==> src/sv/rbsi_pkg.sv <==
// rbsi_pkg: shared widths, register indexes, sideband types and helpers for the
// ray/box slab intersection pipeline; no dependencies
package rbsi_pkg;

  localparam int W       = 32;                // coordinate and distance width
  localparam int SCALE_W = 31;                // distance scale width
  localparam int FRAC    = 16;                // fractional bits of Q16.16
  localparam int DIFF_W  = W + 1;             // bound minus origin
  localparam int NUM_W   = DIFF_W + FRAC;     // dividend magnitude width
  localparam int QW      = NUM_W + 1;         // signed quotient width
  localparam int PROD_W  = 2 * W;             // distance times scale
  localparam int DIV_LAT = NUM_W;             // one quotient bit per stage
  localparam int TOTAL_LAT = 1 + DIV_LAT + 2 + 2;

  localparam logic [W-1:0] FAR_LIMIT_DEF = 32'h7fff_ffff;
  localparam logic [W-1:0] BOX_MIN_RST   = 32'h0000_0000;
  localparam logic [W-1:0] BOX_MAX_RST   = 32'h0001_0000;

  typedef enum logic [2:0] {
    REG_MIN_X = 3'd0,
    REG_MAX_X = 3'd1,
    REG_MIN_Y = 3'd2,
    REG_MAX_Y = 3'd3,
    REG_MIN_Z = 3'd4,
    REG_MAX_Z = 3'd5
  } reg_idx_t;

  typedef struct packed {
    logic zero;    // direction is zero on this axis
    logic inslab;  // origin lies between the planes
    logic s1;      // entry quotient is negative
    logic s2;      // exit quotient is negative
  } axis_info_t;

  typedef struct packed {
    axis_info_t [2:0]   ax;
    logic [SCALE_W-1:0] scale;
  } side_t;

  function automatic logic signed [W-1:0] sat_q(input logic signed [QW-1:0] v);
    logic signed [QW-1:0] hi_lim;
    logic signed [QW-1:0] lo_lim;
    hi_lim = QW'($signed({1'b0, {(W-1){1'b1}}}));
    lo_lim = -hi_lim - QW'(1);
    if (v > hi_lim)      sat_q = {1'b0, {(W-1){1'b1}}};
    else if (v < lo_lim) sat_q = {1'b1, {(W-1){1'b0}}};
    else                 sat_q = v[W-1:0];
  endfunction

endpackage

==> src/sv/rbsi_prep.sv <==
// rbsi_prep: first stage, slab plane pick, differences, magnitudes and signs
// depends on rbsi_pkg
module rbsi_prep (
  input  logic                                clk,
  input  logic                                rst,
  input  logic                                in_vld,
  input  logic signed [rbsi_pkg::W-1:0]       o      [3],
  input  logic signed [rbsi_pkg::W-1:0]       d      [3],
  input  logic signed [rbsi_pkg::W-1:0]       lo     [3],
  input  logic signed [rbsi_pkg::W-1:0]       hi     [3],
  input  logic        [rbsi_pkg::SCALE_W-1:0] scale,
  output logic                                out_vld,
  output logic        [rbsi_pkg::NUM_W-1:0]   num    [6],
  output logic        [rbsi_pkg::W-1:0]       den    [3],
  output rbsi_pkg::side_t                     side
);

  logic [rbsi_pkg::NUM_W-1:0] num_next [6];
  logic [rbsi_pkg::W-1:0]     den_next [3];
  rbsi_pkg::side_t            side_next;

  always_comb begin
    logic                              neg;
    logic signed [rbsi_pkg::W-1:0]     b1;
    logic signed [rbsi_pkg::W-1:0]     b2;
    logic signed [rbsi_pkg::DIFF_W-1:0] n1;
    logic signed [rbsi_pkg::DIFF_W-1:0] n2;
    logic        [rbsi_pkg::DIFF_W-1:0] m1;
    logic        [rbsi_pkg::DIFF_W-1:0] m2;
    side_next.scale = scale;
    for (int a = 0; a < 3; a++) begin
      neg = d[a][rbsi_pkg::W-1];
      b1  = neg ? hi[a] : lo[a];
      b2  = neg ? lo[a] : hi[a];
      n1  = {b1[rbsi_pkg::W-1], b1} - {o[a][rbsi_pkg::W-1], o[a]};
      n2  = {b2[rbsi_pkg::W-1], b2} - {o[a][rbsi_pkg::W-1], o[a]};
      m1  = n1[rbsi_pkg::DIFF_W-1] ? -n1 : n1;
      m2  = n2[rbsi_pkg::DIFF_W-1] ? -n2 : n2;
      num_next[2*a]   = {m1, {rbsi_pkg::FRAC{1'b0}}};
      num_next[2*a+1] = {m2, {rbsi_pkg::FRAC{1'b0}}};
      den_next[a]     = neg ? -d[a] : d[a];
      side_next.ax[a].zero   = (d[a] == '0);
      side_next.ax[a].inslab = (o[a] >= lo[a]) && (o[a] <= hi[a]);
      side_next.ax[a].s1     = n1[rbsi_pkg::DIFF_W-1] ^ neg;
      side_next.ax[a].s2     = n2[rbsi_pkg::DIFF_W-1] ^ neg;
    end
  end

  always_ff @(posedge clk) begin
    if (rst) begin
      out_vld <= 1'b0;
    end else begin
      out_vld <= in_vld;
    end
  end

  always_ff @(posedge clk) begin
    num  <= num_next;
    den  <= den_next;
    side <= side_next;
  end

endmodule

==> config.mk <==
export PLATFORM = sky130hd
export DESIGN_NAME = rbsi_prep
export DESIGN_NICKNAME = d
export VERILOG_FILES = /design/src/sv/rbsi_pkg.sv /design/src/sv/rbsi_prep.sv
export SDC_FILE = /design/constraint.sdc
export NUM_CORES = 1
export LEC_CHECK = 0
export BUFFER_PORTS_ARGS = -buffer_cell sky130_fd_sc_hd__buf_2
export CORE_AREA = 5 5 331 333
export CTS_CLUSTER_DIAMETER = 200
export DETAILED_ROUTE_END_ITERATION = 8
export DIE_AREA = 0 0 336 338
export SETUP_SLACK_MARGIN = 0.4
export SLEW_MARGIN = 20
export SYNTH_ARGS = -nofsm -noshare
export SYNTH_HDL_FRONTEND = slang
export SYNTH_SLANG_ARGS = --single-unit
==> constraint.sdc <==
create_clock -name clk -period 5.89 [get_ports clk]
set_input_delay 0 -clock clk [delete_from_list [all_inputs] [get_ports clk]]
set_output_delay 0 -clock clk [all_outputs]
set_load 0.01 [all_outputs]
==> results.toml <==
[outcome]
status = "completed"

[yosys]
synth_top_area_cell = "dfxtp_1"
synth-seq-cells = 338
synthCells = 4216
yosysMostFrequentCell = "nand2_1"
yosysTopAreaCellShare = 0.211
syn_area_um2 = 32100
synthTopCellsByArea = "dfxtp_1 21%, ha_1 16%, xnor2_1 7.7%"
ys_seq_area_frac = 0.211
ys_dominant_reg_cell = "dfxtp_1"
synth_commonest_cells = "432 x nand2_1, 405 x ha_1, 400 x o21ai_0, 358 x inv_1, 338 x dfxtp_1"
synth.distinct_cells = 88
postSynth.asyncResetShare = 0
ys.warnings.count = 0
synth_edf_count = 0
synth.avg_cell_area_um2 = 7.62

[cells_and_area]
syn_to_final_growth_pct = 27.6
regArea_um2 = 6770
n_fill_cell = 11000
drive_above_1_share = 0.174
final_cells = 6598
nNetsFinal = 5984
multi_input_area_um2 = 23200
design_area_um2 = 41000

[sta]
fin_crit_sh = 0.888
finalSetupViolCount = 0
finalSetupTns_ps = 0
slew_violations = 0
hold_viol = 0
fin_crit_ps = 5230
fmaxAchievable_mhz = 191
rsz0062_at_grt = "yes"
worstMarginPinSlew_ps = 1120
max_slew_margin = 0.244

[place]
place_congestion = 0.990
place_area_um2 = 36900
dp_hpwl_um = 109000
io_buffers = 755
place_inst = 6259

[drt]
drt-total-wl_um = 132000
post_drt_wl_per_cell_um = 20.0
drt_iter0_markers = 2428
post-route-drc-count = 0
route.vias.total = 34200
ant_nets = 0
drtPass1Iterations = 6
drt-vias-per-instance = 5.19

[global_route]
overflow = 0
grt_pass1_wl_um = 192000
antenna_found_initial = 21
grt_pass1_vias = 32800
grt_max_degree = 84
track_usage = 0.217

[min_path]
worstHoldEndpoint = "side[1]$_DFF_P_"
min_path_cells = 2
hp-class = "in -> reg"
hp-start = "scale[1]"

[flow_run]
maxCapViolCount = 0

[setup_path]
crit_fanout = 61
crit_type = "in -> reg"
worst_setup_path_start_kind = "input pin"
crit_path_end_kind = "flip-flop"
critical_path_arrival_ps = 5730
worstPathRequired_ps = 6390

[power_and_ir_drop]
peakVddDrop_mv = 0.280
leakage_nw = 19.5
power.density_nw_per_um2 = 274

[floorplan]
dieWidth_um = 336
die-area_um2 = 114000
start_util = 0.302
rows = 120
coreArea_um2 = 106000
pin_count = 852
die_height_um = 338

[clock_network]
cts_buffers = 44
post_cts_buffers = 0
cts_root_buf = "clkbuf_16"
clk_pin_slew_worst_paths_ps = 60
clockBufferDepth = 3
cts_sinks = 338
cts_tree = "yes"
h-tree-depth = 2
[what timing repair did]
| action | 4_1_cts | 5_1_grt |
|---|---|---|
| hold endpoints to repair | 148 | 0 |
| hold buffers | 253 | 0 |
| gates resized for setup | 0 | 3 |
| endpoints found under the setup margin | 0 | 8 |
[registers in the layout, indices dropped and copies added (netlist names)]
register  flops
num         198
den          96
side         43
out_vld       1
[critical path, stage by stage]
cell and delay (ps):
dlygate4sd3_1 560, buf_4 480, mux2i_1 140, dlygate4sd3_1 580, ha_1 210, fa_1 420
nand2b_1 180, a21oi_2 380, o22a_1 280, xnor2_1 200, nand4b_1 190, nor3b_1 610
nor4bb_2 620, nor4b_2 510, a31oi_1 170, xnor2_1 160
[how the worst max path moves through the flow]
stage / cells after the start / from / slack (ps) / end
global route: 16 / d[63] / 360 / num[194]$_DFF_P_
global placement: 14 / d[95] / 940 / num[243]$_DFF_P_
detailed placement: 14 / d[95] / 850 / num[243]$_DFF_P_
floorplan: 16 / d[63] / 1700 / num[194]$_DFF_P_
CTS: 16 / d[63] / 430 / num[194]$_DFF_P_
finish: 16 / d[63] / 660 / num[194]$_DFF_P_
[kinds of logic (layout without fill, tap and decap cells)]
| kind of cell | count (synthesis) | count (layout) | synth area share |
|---|---|---|---|
| AOI/OAI and AO/OA | 1214 | 1214 | 0.236 |
| xor gates and xnor gates | 406 | 406 | 0.111 |
| adders and majority gates | 411 | 411 | 0.162 |
| buffers and inverters | 583 | 1457 | 0.0795 |
| DFF | 338 | 338 | 0.211 |
| muxes | 23 | 23 | 0.00725 |
| other | 1 | 106 | 0.000117 |
| and+or+nand+nor | 1240 | 1240 | 0.194 |
[layer usage]
metal  track usage  share of wire  up-vias
met2         0.377           0.47     1310
li1              -              -    16700
met1         0.269           0.42    16000
met4        0.0769          0.037       14
met3        0.0411          0.070      241
met5             0        0.00068        -
[through the flow]
| stage | hold WS (ps) | power, mW | util | worst slack, ps |
|---|---|---|---|---|
| after floorplan | 27.7 | 6.32 | - | 1700 |
| after global placement | 102 | 8.30 | 0.348 | 942 |
| after detailed placement | 104 | 8.30 | 0.348 | 849 |
| after CTS | 0.738 | 11.3 | 0.385 | 429 |
| after global routing | 7.61 | 12.0 | 0.385 | 364 |
| final | 59.9 | 11.2 | 0.385 | 661 |
[area by class of cell]
cell class / instances / share of cell area
multi-input combinational: 3390 / 0.566
sequential: 338 / 0.165
timing repair buffer: 1023 / 0.157
tap: 1403 / 0.0428
inverter: 358 / 0.0328
clock buffer: 59 / 0.0304
clock inverter: 17 / 0.00528
antenna: 10 / 0.000611
[where the power goes]
part / total [mW] / leakage (nW) / switching, mW / internal (mW)
combinational: 5.16 / 15.9 / 3.08 / 2.08
clock: 2.75 / 0.711 / 1.16 / 1.59
sequential: 3.33 / 2.85 / 0.350 / 2.98
total: 11.2 / 19.5 / 4.58 / 6.65
[cell usage in the layout (no fill, tap or decap), types with 44 or more instances in the layout]
cell,n
a21o_1,120
a21oi_1,281
buf_2,752
clkbuf_16,44
conb_1,96
dfxtp_1,338
dlygate4sd3_1,253
ha_1,405
inv_1,358
nand2_1,432
nand3_1,61
nand4_1,75
nor2_1,220
nor3_1,98
o21a_1,58
o21ai_0,400
o31ai_1,57
or3_1,46
xnor2_1,281
xor2_1,125
No activity file was read; power rests on OpenSTA's default activity.
