$ cat config.mk
export PLATFORM = sky130hd
export DESIGN_NAME = rbsi_post
export DESIGN_NICKNAME = d
export VERILOG_FILES = /design/src/sv/rbsi_pkg.sv /design/src/sv/rbsi_post.sv
export SDC_FILE = /design/constraint.sdc
export NUM_CORES = 1
export LEC_CHECK = 0
export BUFFER_PORTS_ARGS = -buffer_cell sky130_fd_sc_hd__buf_2
export CELL_PAD_IN_SITES_DETAIL_PLACEMENT = 0
export CELL_PAD_IN_SITES_GLOBAL_PLACEMENT = 1
export CORE_ASPECT_RATIO = 0.5
export CORE_UTILIZATION = 47
export CTS_BUF_LIST = sky130_fd_sc_hd__clkbuf_8
export CTS_CLUSTER_SIZE = 28
export DETAILED_ROUTE_END_ITERATION = 10
export GPL_ROUTABILITY_DRIVEN = 1
export PLACE_DENSITY_LB_ADDON = 0.3
export SYNTH_ARGS = -nofsm -noshare
export SYNTH_HDL_FRONTEND = slang
export SYNTH_SLANG_ARGS = --single-unit
$ cat constraint.sdc
create_clock -name clk -period 22.5 [get_ports clk]
set_clock_uncertainty 0.1 [all_clocks]
set_input_delay 2.25 -clock clk [delete_from_list [all_inputs] [get_ports clk]]
set_output_delay 2.25 -clock clk [all_outputs]
set_load 0.005 [all_outputs]
$ cat src/sv/rbsi_pkg.sv
// rbsi_pkg: shared widths, register indexes, sideband types and helpers for the
// ray/box slab intersection pipeline; no dependencies
package rbsi_pkg;

  localparam int W       = 32;                // coordinate and distance width
  localparam int SCALE_W = 31;                // distance scale width
  localparam int FRAC    = 16;                // fractional bits of Q16.16
  localparam int DIFF_W  = W + 1;             // bound minus origin
  localparam int NUM_W   = DIFF_W + FRAC;     // dividend magnitude width
  localparam int QW      = NUM_W + 1;         // signed quotient width
  localparam int PROD_W  = 2 * W;             // distance times scale
  localparam int DIV_LAT = NUM_W;             // one quotient bit per stage
  localparam int TOTAL_LAT = 1 + DIV_LAT + 2 + 2;

  localparam logic [W-1:0] FAR_LIMIT_DEF = 32'h7fff_ffff;
  localparam logic [W-1:0] BOX_MIN_RST   = 32'h0000_0000;
  localparam logic [W-1:0] BOX_MAX_RST   = 32'h0001_0000;

  typedef enum logic [2:0] {
    REG_MIN_X = 3'd0,
    REG_MAX_X = 3'd1,
    REG_MIN_Y = 3'd2,
    REG_MAX_Y = 3'd3,
    REG_MIN_Z = 3'd4,
    REG_MAX_Z = 3'd5
  } reg_idx_t;

  typedef struct packed {
    logic zero;    // direction is zero on this axis
    logic inslab;  // origin lies between the planes
    logic s1;      // entry quotient is negative
    logic s2;      // exit quotient is negative
  } axis_info_t;

  typedef struct packed {
    axis_info_t [2:0]   ax;
    logic [SCALE_W-1:0] scale;
  } side_t;

  function automatic logic signed [W-1:0] sat_q(input logic signed [QW-1:0] v);
    logic signed [QW-1:0] hi_lim;
    logic signed [QW-1:0] lo_lim;
    hi_lim = QW'($signed({1'b0, {(W-1){1'b1}}}));
    lo_lim = -hi_lim - QW'(1);
    if (v > hi_lim)      sat_q = {1'b0, {(W-1){1'b1}}};
    else if (v < lo_lim) sat_q = {1'b1, {(W-1){1'b0}}};
    else                 sat_q = v[W-1:0];
  endfunction

endpackage

$ cat src/sv/rbsi_post.sv
// rbsi_post: signed slab intervals, interval intersection, hit and saturation
// depends on rbsi_pkg
module rbsi_post #(
  parameter logic [rbsi_pkg::W-1:0] FAR_LIMIT = rbsi_pkg::FAR_LIMIT_DEF
) (
  input  logic                                clk,
  input  logic                                rst,
  input  logic                                in_vld,
  input  logic        [rbsi_pkg::NUM_W-1:0]   q      [6],
  input  rbsi_pkg::side_t                     side,
  output logic                                out_vld,
  output logic                                hit,
  output logic signed [rbsi_pkg::W-1:0]       t_near,
  output logic signed [rbsi_pkg::W-1:0]       t_far,
  output logic        [rbsi_pkg::SCALE_W-1:0] scale
);

  localparam int QW = rbsi_pkg::QW;

  logic signed [QW-1:0] t1_next [3];
  logic signed [QW-1:0] t2_next [3];
  logic                 ok_next;
  logic signed [QW-1:0] t1 [3];
  logic signed [QW-1:0] t2 [3];
  logic                 ok;
  logic                 vld1;
  logic [rbsi_pkg::SCALE_W-1:0] scale1;

  always_comb begin
    logic signed [QW-1:0] m1;
    logic signed [QW-1:0] m2;
    ok_next = 1'b1;
    for (int a = 0; a < 3; a++) begin
      m1 = $signed({1'b0, q[2*a]});
      m2 = $signed({1'b0, q[2*a+1]});
      if (side.ax[a].zero) begin
        t1_next[a] = '0;
        t2_next[a] = QW'($signed({1'b0, FAR_LIMIT}));
        if (!side.ax[a].inslab) ok_next = 1'b0;
      end else begin
        t1_next[a] = side.ax[a].s1 ? -m1 : m1;
        t2_next[a] = side.ax[a].s2 ? -m2 : m2;
      end
    end
  end

  always_ff @(posedge clk) begin
    t1     <= t1_next;
    t2     <= t2_next;
    ok     <= ok_next;
    scale1 <= side.scale;
  end

  // entry is the latest plane crossing, exit the earliest
  logic signed [QW-1:0] tn;
  logic signed [QW-1:0] tf;
  logic                 hit_next;

  always_comb begin
    tn = (t1[0] > t1[1]) ? t1[0] : t1[1];
    if (t1[2] > tn) tn = t1[2];
    tf = (t2[0] < t2[1]) ? t2[0] : t2[1];
    if (t2[2] < tf) tf = t2[2];
    hit_next = ok && (tn <= tf);
  end

  always_ff @(posedge clk) begin
    if (rst) begin
      vld1    <= 1'b0;
      out_vld <= 1'b0;
    end else begin
      vld1    <= in_vld;
      out_vld <= vld1;
    end
  end

  always_ff @(posedge clk) begin
    hit    <= hit_next;
    t_near <= hit_next ? rbsi_pkg::sat_q(tn) : '0;
    t_far  <= hit_next ? rbsi_pkg::sat_q(tf) : '0;
    scale  <= scale1;
  end

endmodule

==> results of run 1 <==
area by class of cell:
cell class,instances,share of cell area (%)
multi-input combinational,2319,53.5
sequential,430,28.4
clock inverter,40,1.32
timing repair buffer,456,7.68
tap,744,3.07
clock buffer,84,3.81
inverter,182,2.25
antenna,3,0.0247
kinds of logic (layout without fill, tap and decap cells):
family / Yosys count / in the layout / synth area share, %
other: 0 / 3 / 0
XOR/XNOR: 265 / 265 / 8.94
buffers and inverters: 320 / 762 / 4.68
adder cells (fa/ha/maj): 254 / 254 / 12.2
AO/OA/AOI/OAI: 631 / 631 / 15.3
multiplexers: 179 / 179 / 7.00
AND/OR/NAND/NOR: 990 / 990 / 18.6
flip-flops: 430 / 430 / 33.2
per-layer routing:
metal	GRT usage, %	vias to the layer above
met5	0	-
met4	7.70	0
met3	3.74	106
met2	42.4	619
met1	39.5	11045
li1	-	11741
state kept, by name, summed over array words and instances (netlist names):
name,cells
t_near,32
t1,150
hit,1
t2,150
scale1,31
vld1,1
scale,31
ok,1
out_vld,1
t_far,32
where the power goes:
part	internal, mW	switching (mW)	total [mW]
clock	0.433	0.331	0.764
combinational	0.372	0.542	0.914
sequential	0.864	0.0756	0.940
how the worst max path moves through the flow:
stage / from / slack, ns / cells past startpoint / endpoint
after global routing: t2[69]$_SDFF_PP1_ / 11.59 / 34 / t_far[9]$_SDFF_PN0_
final: t2[99]$_SDFF_PP0_ / 12.27 / 32 / t_far[15]$_SDFF_PN0_
after global placement: t2[69]$_SDFF_PP1_ / 12.67 / 34 / t_far[3]$_SDFF_PN0_
after floorplan: t2[99]$_SDFF_PP0_ / 14.40 / 35 / t_near[14]$_SDFF_PN0_
after detailed placement: t2[69]$_SDFF_PP1_ / 12.45 / 34 / t_far[7]$_SDFF_PN0_
after CTS: t2[99]$_SDFF_PP0_ / 12.42 / 32 / t_far[27]$_SDFF_PN0_
Yosys cell counts (8+ instances only):
library cell	count	area (µm²)
dfxtp_1	430	8610
nor2_1	281	1050
ha_1	254	3180
nand2_1	254	953
xor2_1	254	2220
o21ai_0	206	1030
inv_1	181	679
mux2i_1	158	1580
a21oi_1	153	766
clkbuf_1	122	458
o31ai_1	88	661
nand4_1	78	488
nand3_1	72	360
nor3_1	65	325
or3_1	59	369
nor4_1	49	307
a21o_1	41	308
o41ai_1	41	359
o211ai_1	38	285
or4_1	33	248
and3_1	22	138
mux2_2	21	236
nand2b_1	19	119
or2_2	15	93.8
nor2b_1	12	75.1
xnor2_1	11	96.3
buf_1	10	37.5
o21a_1	8	60.1
cell usage in the layout, fill, tap and decap left out, types with 84 or more instances in the layout:
master,count
buf_2,436
dfxtp_1,430
nor2_1,279
nand2_1,254
xor2_1,254
ha_1,254
o21ai_0,206
inv_1,192
mux2i_1,157
a21oi_1,153
o31ai_1,85
clkbuf_8,84
metrics by stage:
| stage | worst slack, ns | area [µm²] | cells | util [%] |
|---|---|---|---|---|
| after detailed placement | 12.45 | 28800 | 4131 | 53.2 |
| after floorplan | 14.40 | 26000 | 3069 | - |
| after global routing | 11.59 | 30400 | 4258 | 56.1 |
| after global placement | 12.67 | 28800 | 4131 | 53.2 |
| final | 12.27 | 30400 | 4258 | 56.1 |
| after CTS | 12.42 | 30400 | 4255 | 56.1 |
worst register-to-register path: cells and delay by family (launching register included):
kind                     cells  cell delay (ns)
buffers and inverters        4             1.87
AO/OA/AOI/OAI               13             2.84
XOR/XNOR                     1             0.14
multiplexers                 3             1.12
adder cells (fa/ha/maj)      3             1.04
flip-flops                   1             0.39
AND/OR/NAND/NOR              8             2.66
==> out/metrics.yaml, run 1 <==
detailed_routing:
  drt_wl_total_um: 79100
  drt_pass1_iterations: 7
  ant_nets: 0
  highest_layer: "met4"
  drt_iter0_drc: 1667
  dr_wl_met3_um: 4170
  drcViolationCount: 0
  met2_length_um: 34400
  vias: 23511
  wl_per_cell_um: 18.6
  viasPerCell: 5.52
  wl_met1_um: 38600
critical_path:
  cpLargestDelayFamily: "compound AO/OA/AOI/OAI gates"
  reg2regPathDepth: 32
  cp_slowest_cell: "nor3_4"
  ff2ff_setup_slack_ns: 12.27
  worst_ep_required_time_ns: 22.98
  worstPathArrival_ns: 10.71
  path_class: "flip-flop to flip-flop"
  cpPeakStageDelay_ns: 0.90
  timing.rr.end: "t_far[15]$_SDFF_PN0_"
  start_kind: "flip-flop"
  path_common_cell: "a21o_1"
  path_buf_inv: 4
  worstReg2RegStart: "t2[99]$_SDFF_PP0_"
  end_kind: "flip-flop"
  cp_max_fo: 49
floorplanning:
  chipWidth_um: 334
  start_util_pct: 48.0
  dieArea_um2: 56200
  io_pins: 437
  die_y_um: 168
  core_um2: 54100
  rows: 60
global_routing:
  antenna_found_initial: 5
  gr-total-overflow: 0
  grt_max_degree: 70
  grt_usage_pct: 27.3
  grt_pass1_wl_um: 121000
  grt_pass1_vias: 21974
clock_network:
  clkSlewWorstSetupHoldPaths_ns: 0.07
  cts_setup_buffers: 0
  postCtsHoldBufs: 0
  clock_latency_ns: 0.66
  ctsResizeCount: 0
  cts_made_buffers: 67
  cts_tree: "built"
  cts_num_sinks: 430
  cts_max_level: 3
  clk_path_buf_depth: 3
  root_buffer: "clkbuf_8"
sta:
  setup_tns_ns: 0
  setup_viol: 0
  final_hold_viol_count: 0
  slew_headroom_pct: 24.1
  timing.final.max_slew_violations: 0
  rsz0062_at_grt: "false"
  holdWs_ns: 0.227
  clock.fmax_mhz: 97.7
  fin_crit_sh_pct: 45.5
  tightest_slew_ns: 1.13
  min_period_ns: 10.23
power:
  power_mw: 2.62
  leakage_nw: 13.7
  irDropWorstVdd_mv: 0.0503
  power.density_nw_per_um2: 86.2
synth:
  ys_warn_count: 0
  async_flop_share_pct: 0
  synthCells: 3069
  synth-seq-area-share_pct: 33.2
  synthFlopType: "dfxtp_1"
  synth_seq_cells: 430
  yosys.cell_types.count: 73
  synth.cell_area_um2: 26000
  syn_area_per_cell_um2: 8.46
  synth_edf_count: 0
  syn-num-nets: 3663
layout:
  drive_above_1_share_pct: 18.2
  fillCellCount: 5069
  area_growth_pct: 17.0
  multi_input_area_um2: 16200
  final_nets: 4050
  seqCellArea_um2: 8610
hold_path:
  holdPathStages: 0
  hold-path-endpoint: "scale[24]$_DFF_P_"
  min_path_type: "flip-flop to flip-flop"
  min_from: "scale1[24]$_DFF_P_"
placed_design:
  port-buffer-count: 436
  gp_congestion: 0.936
  dpl.hpwl_um: 62600
job:
  maxCapViolCount: 0
status:
  status: "completed"
Note: power is estimated with default switching activity, not from simulation.
==> run 2, diff against run 1 <==
--- a/config.mk
+++ b/config.mk
@@ -9,7 +9,7 @@
 export CELL_PAD_IN_SITES_DETAIL_PLACEMENT = 0
 export CELL_PAD_IN_SITES_GLOBAL_PLACEMENT = 1
 export CORE_ASPECT_RATIO = 0.5
-export CORE_UTILIZATION = 47
+export CORE_UTILIZATION = 40
 export CTS_BUF_LIST = sky130_fd_sc_hd__clkbuf_8
 export CTS_CLUSTER_SIZE = 28
 export DETAILED_ROUTE_END_ITERATION = 10
==> constraint.sdc (replaced) <==
create_clock -name clk -period 9.3 [get_ports clk]
set_clock_uncertainty 0.1 [all_clocks]
set_input_delay 0.93 -clock clk [delete_from_list [all_inputs] [get_ports clk]]
set_output_delay 0.93 -clock clk [all_outputs]
set_load 0.005 [all_outputs]
==> out/metrics.yaml, run 2 (same netlist as run 1, synthesis figures left out) <==
clock_network:
  cts_num_sinks: 430  # unchanged
  cts_max_level: 3  # unchanged
  cts_tree: "built"  # unchanged
  cts_made_buffers: 67  # unchanged
  root_buffer: "clkbuf_8"  # unchanged
  clk_path_buf_depth: 3  # unchanged
  postCtsHoldBufs: 0  # unchanged
  clock_latency_ns: 0.65  # was 0.66 ns
  clkSlewWorstSetupHoldPaths_ns: 0.07  # about the same
critical_path:
  cp_max_fo: 53  # was 49
  worstPathArrival_ns: 9.06  # was 10.71 ns
  worst_ep_required_time_ns: 9.74  # was 22.98 ns
  cp_slowest_cell: "dfxtp_1"  # was nor3_4
  worstReg2RegStart: "t2[99]$_SDFF_PP0_"  # unchanged
  path_class: "flip-flop to flip-flop"  # unchanged
  start_kind: "flip-flop"  # unchanged
  reg2regPathDepth: 36  # was 32
  cpPeakStageDelay_ns: 0.44  # was 0.90 ns
  crit_start: "t2[99]$_SDFF_PP0_"  # unchanged
  end_kind: "flip-flop"  # unchanged
layout:
  seqCellArea_um2: 8610  # unchanged
  fillCellCount: 6293  # was 5069
  layout_commonest_cell: "buf_2"  # unchanged
  drive_above_1_share_pct: 18.5  # was 18.2%
  final_nets: 4072  # was 4050
  area_growth_pct: 17.8  # was 17.0%
  multi_input_area_um2: 16300  # was 16200 µm²
  reg.largest.list: "t1 x150, t2 x150"  # unchanged
  mostFrequentLayoutCells: "buf_2 (436), dfxtp_1 (430), nor2_1 (279)"  # unchanged
detailed_routing:
  viasPerCell: 5.35  # was 5.52
  drt_iter0_drc: 1819  # was 1667
  vias: 23558  # was 23511
  ant_nets: 0  # unchanged
  wl_per_cell_um: 18.8  # was 18.6 µm
  drt_pass1_iterations: 5  # was 7
  drcViolationCount: 0  # unchanged
  drt_wl_total_um: 82800  # was 79100 µm
global_routing:
  grt_pass1_wl_um: 126000  # was 121000 µm
  grt_usage_pct: 24.4  # was 27.3%
  grt_pass1_vias: 22242  # was 21974
  antenna_found_initial: 8  # was 5
  gr-total-overflow: 0  # unchanged
  grt_max_degree: 70  # unchanged
hold_path:
  min_from: "scale1[30]$_DFF_P_"  # was scale1[24]$_DFF_P_
  holdPathStages: 0  # unchanged
  min_path_type: "flip-flop to flip-flop"  # unchanged
status:
  status: "completed"  # unchanged
floorplanning:
  dieArea_um2: 66000  # was 56200 µm²
  die_y_um: 182  # was 168 µm
  start_util_pct: 40.8  # was 48.0%
  io_pins: 437  # unchanged
  rows: 65  # was 60
  chipWidth_um: 362  # was 334 µm
  core_um2: 63600  # was 54100 µm²
placed_design:
  dpl.hpwl_um: 66500  # was 62600 µm
  port-buffer-count: 436  # unchanged
  gp_congestion: 0.944  # was 0.936
sta:
  clock.fmax_mhz: 116  # was 97.7 MHz
  slew_headroom_pct: 20.2  # was 24.1%
  final_hold_viol_count: 0  # unchanged
  setup_viol: 0  # unchanged
  timing.final.max_slew_violations: 0  # unchanged
  tightest_slew_ns: 1.20  # was 1.13 ns
  setup_tns_ns: 0  # unchanged
  min_period_ns: 8.62  # was 10.23 ns
  fin_crit_sh_pct: 92.7  # was 45.5%
  holdWs_ns: 0.213  # was 0.227 ns
power:
  comb_power_share_pct: 37.2  # was 34.9%
  irDropWorstVdd_mv: 0.126  # was 0.0503 mV
  p_switching_mw: 2.32  # was 0.949 mW
  swShare_pct: 37.3  # was 36.2%
  power.density_nw_per_um2: 204  # was 86.2 nW/µm²
  p_int_mw: 3.90  # was 1.67 mW
  pwr-share-seq_pct: 36.4  # was 35.9%
  leakage_nw: 13.8  # was 13.7 nW
  power_frac_clock_pct: 26.3  # was 29.2%
job:
  maxCapViolCount: 0  # unchanged
==> run 2: changes by cell type in the layout (fill, tap and decap cells not counted), moves of 5 or more <==
| cell | previous run | this run |
|---|---|---|
| bufinv_16 | 8 | 1 |
| inv_1 | 192 | 200 |
| clkinv_2 | 17 | 12 |
| buf_12 | 0 | 5 |
| buf_4 | 20 | 37 |
==> run 2: timing repair <==
item / 4_1_cts / 5_1_grt
buffers inserted: 0 / 5
gates resized for setup: 0 / 6
setup endpoints to repair: 0 / 64
==> run 2: power groups by stage <==
stage	sequential (mW)	clock (mW)	combinational, mW
6_report	2.27	1.64	2.32
5_1_grt	2.29	1.77	2.58
3_3_place_gp	2.31	0	2.25
4_1_cts	2.27	1.68	2.29
2_1_floorplan	2.23	0	1.46
3_5_place_dp	2.31	0	2.28
==> run 2: path summary, 6_finish.rpt <==
check | to | slack (ns)
min reg2reg | scale[30]$_DFF_P_ | 0.21
min | scale[30]$_DFF_P_ | 0.21
max | t_near[8]$_SDFF_PN0_ | 0.68
max reg2reg | t_near[8]$_SDFF_PN0_ | 0.68
==> run 2: layout make-up <==
class | count | area share, %
inverters | 182 | 2.23
clock inverters | 38 | 0.683
diodes | 5 | 0.0409
clock buffers | 84 | 3.78
well taps | 871 | 3.56
flip-flops and latches | 430 | 28.1
repair buffers | 478 | 8.37
multi-input cells | 2319 | 53.2
==> run 2: metal layers <==
metal | vias to the layer above | share of wire [%] | global-route usage, %
met2 | 604 | 43 | 38.2
met4 | 0 | 2.8 | 7.66
li1 | 11796 | - | -
met1 | 11025 | 48 | 34.3
met3 | 133 | 5.6 | 3.83
met5 | - | 0 | 0
==> run 2: metrics by stage <==
step	worst slack [ns]	utilization (%)	std cells	cell area, µm²	total power, mW
floorplan	1.20	-	3069	26000	3.69
global placement	0.201	45.8	4275	29100	4.56
detailed placement	0.139	45.8	4275	29100	4.59
CTS	0.0731	48.0	4397	30500	6.24
global route	-0.0361	48.1	4407	30600	6.64
finish	0.683	48.1	4407	30600	6.23
==> run 2: critical path, delay by kind of cell, from the launching register on <==
| family | cells | cell delay [ns] |
|---|---|---|
| adders and majority gates | 3 | 1.17 |
| buffers and inverters | 6 | 1.22 |
| xor gates and xnor gates | 2 | 0.42 |
| and+or+nand+nor | 12 | 1.88 |
| DFF | 1 | 0.44 |
| muxes | 2 | 0.57 |
| AOI/OAI and AO/OA | 11 | 2.65 |
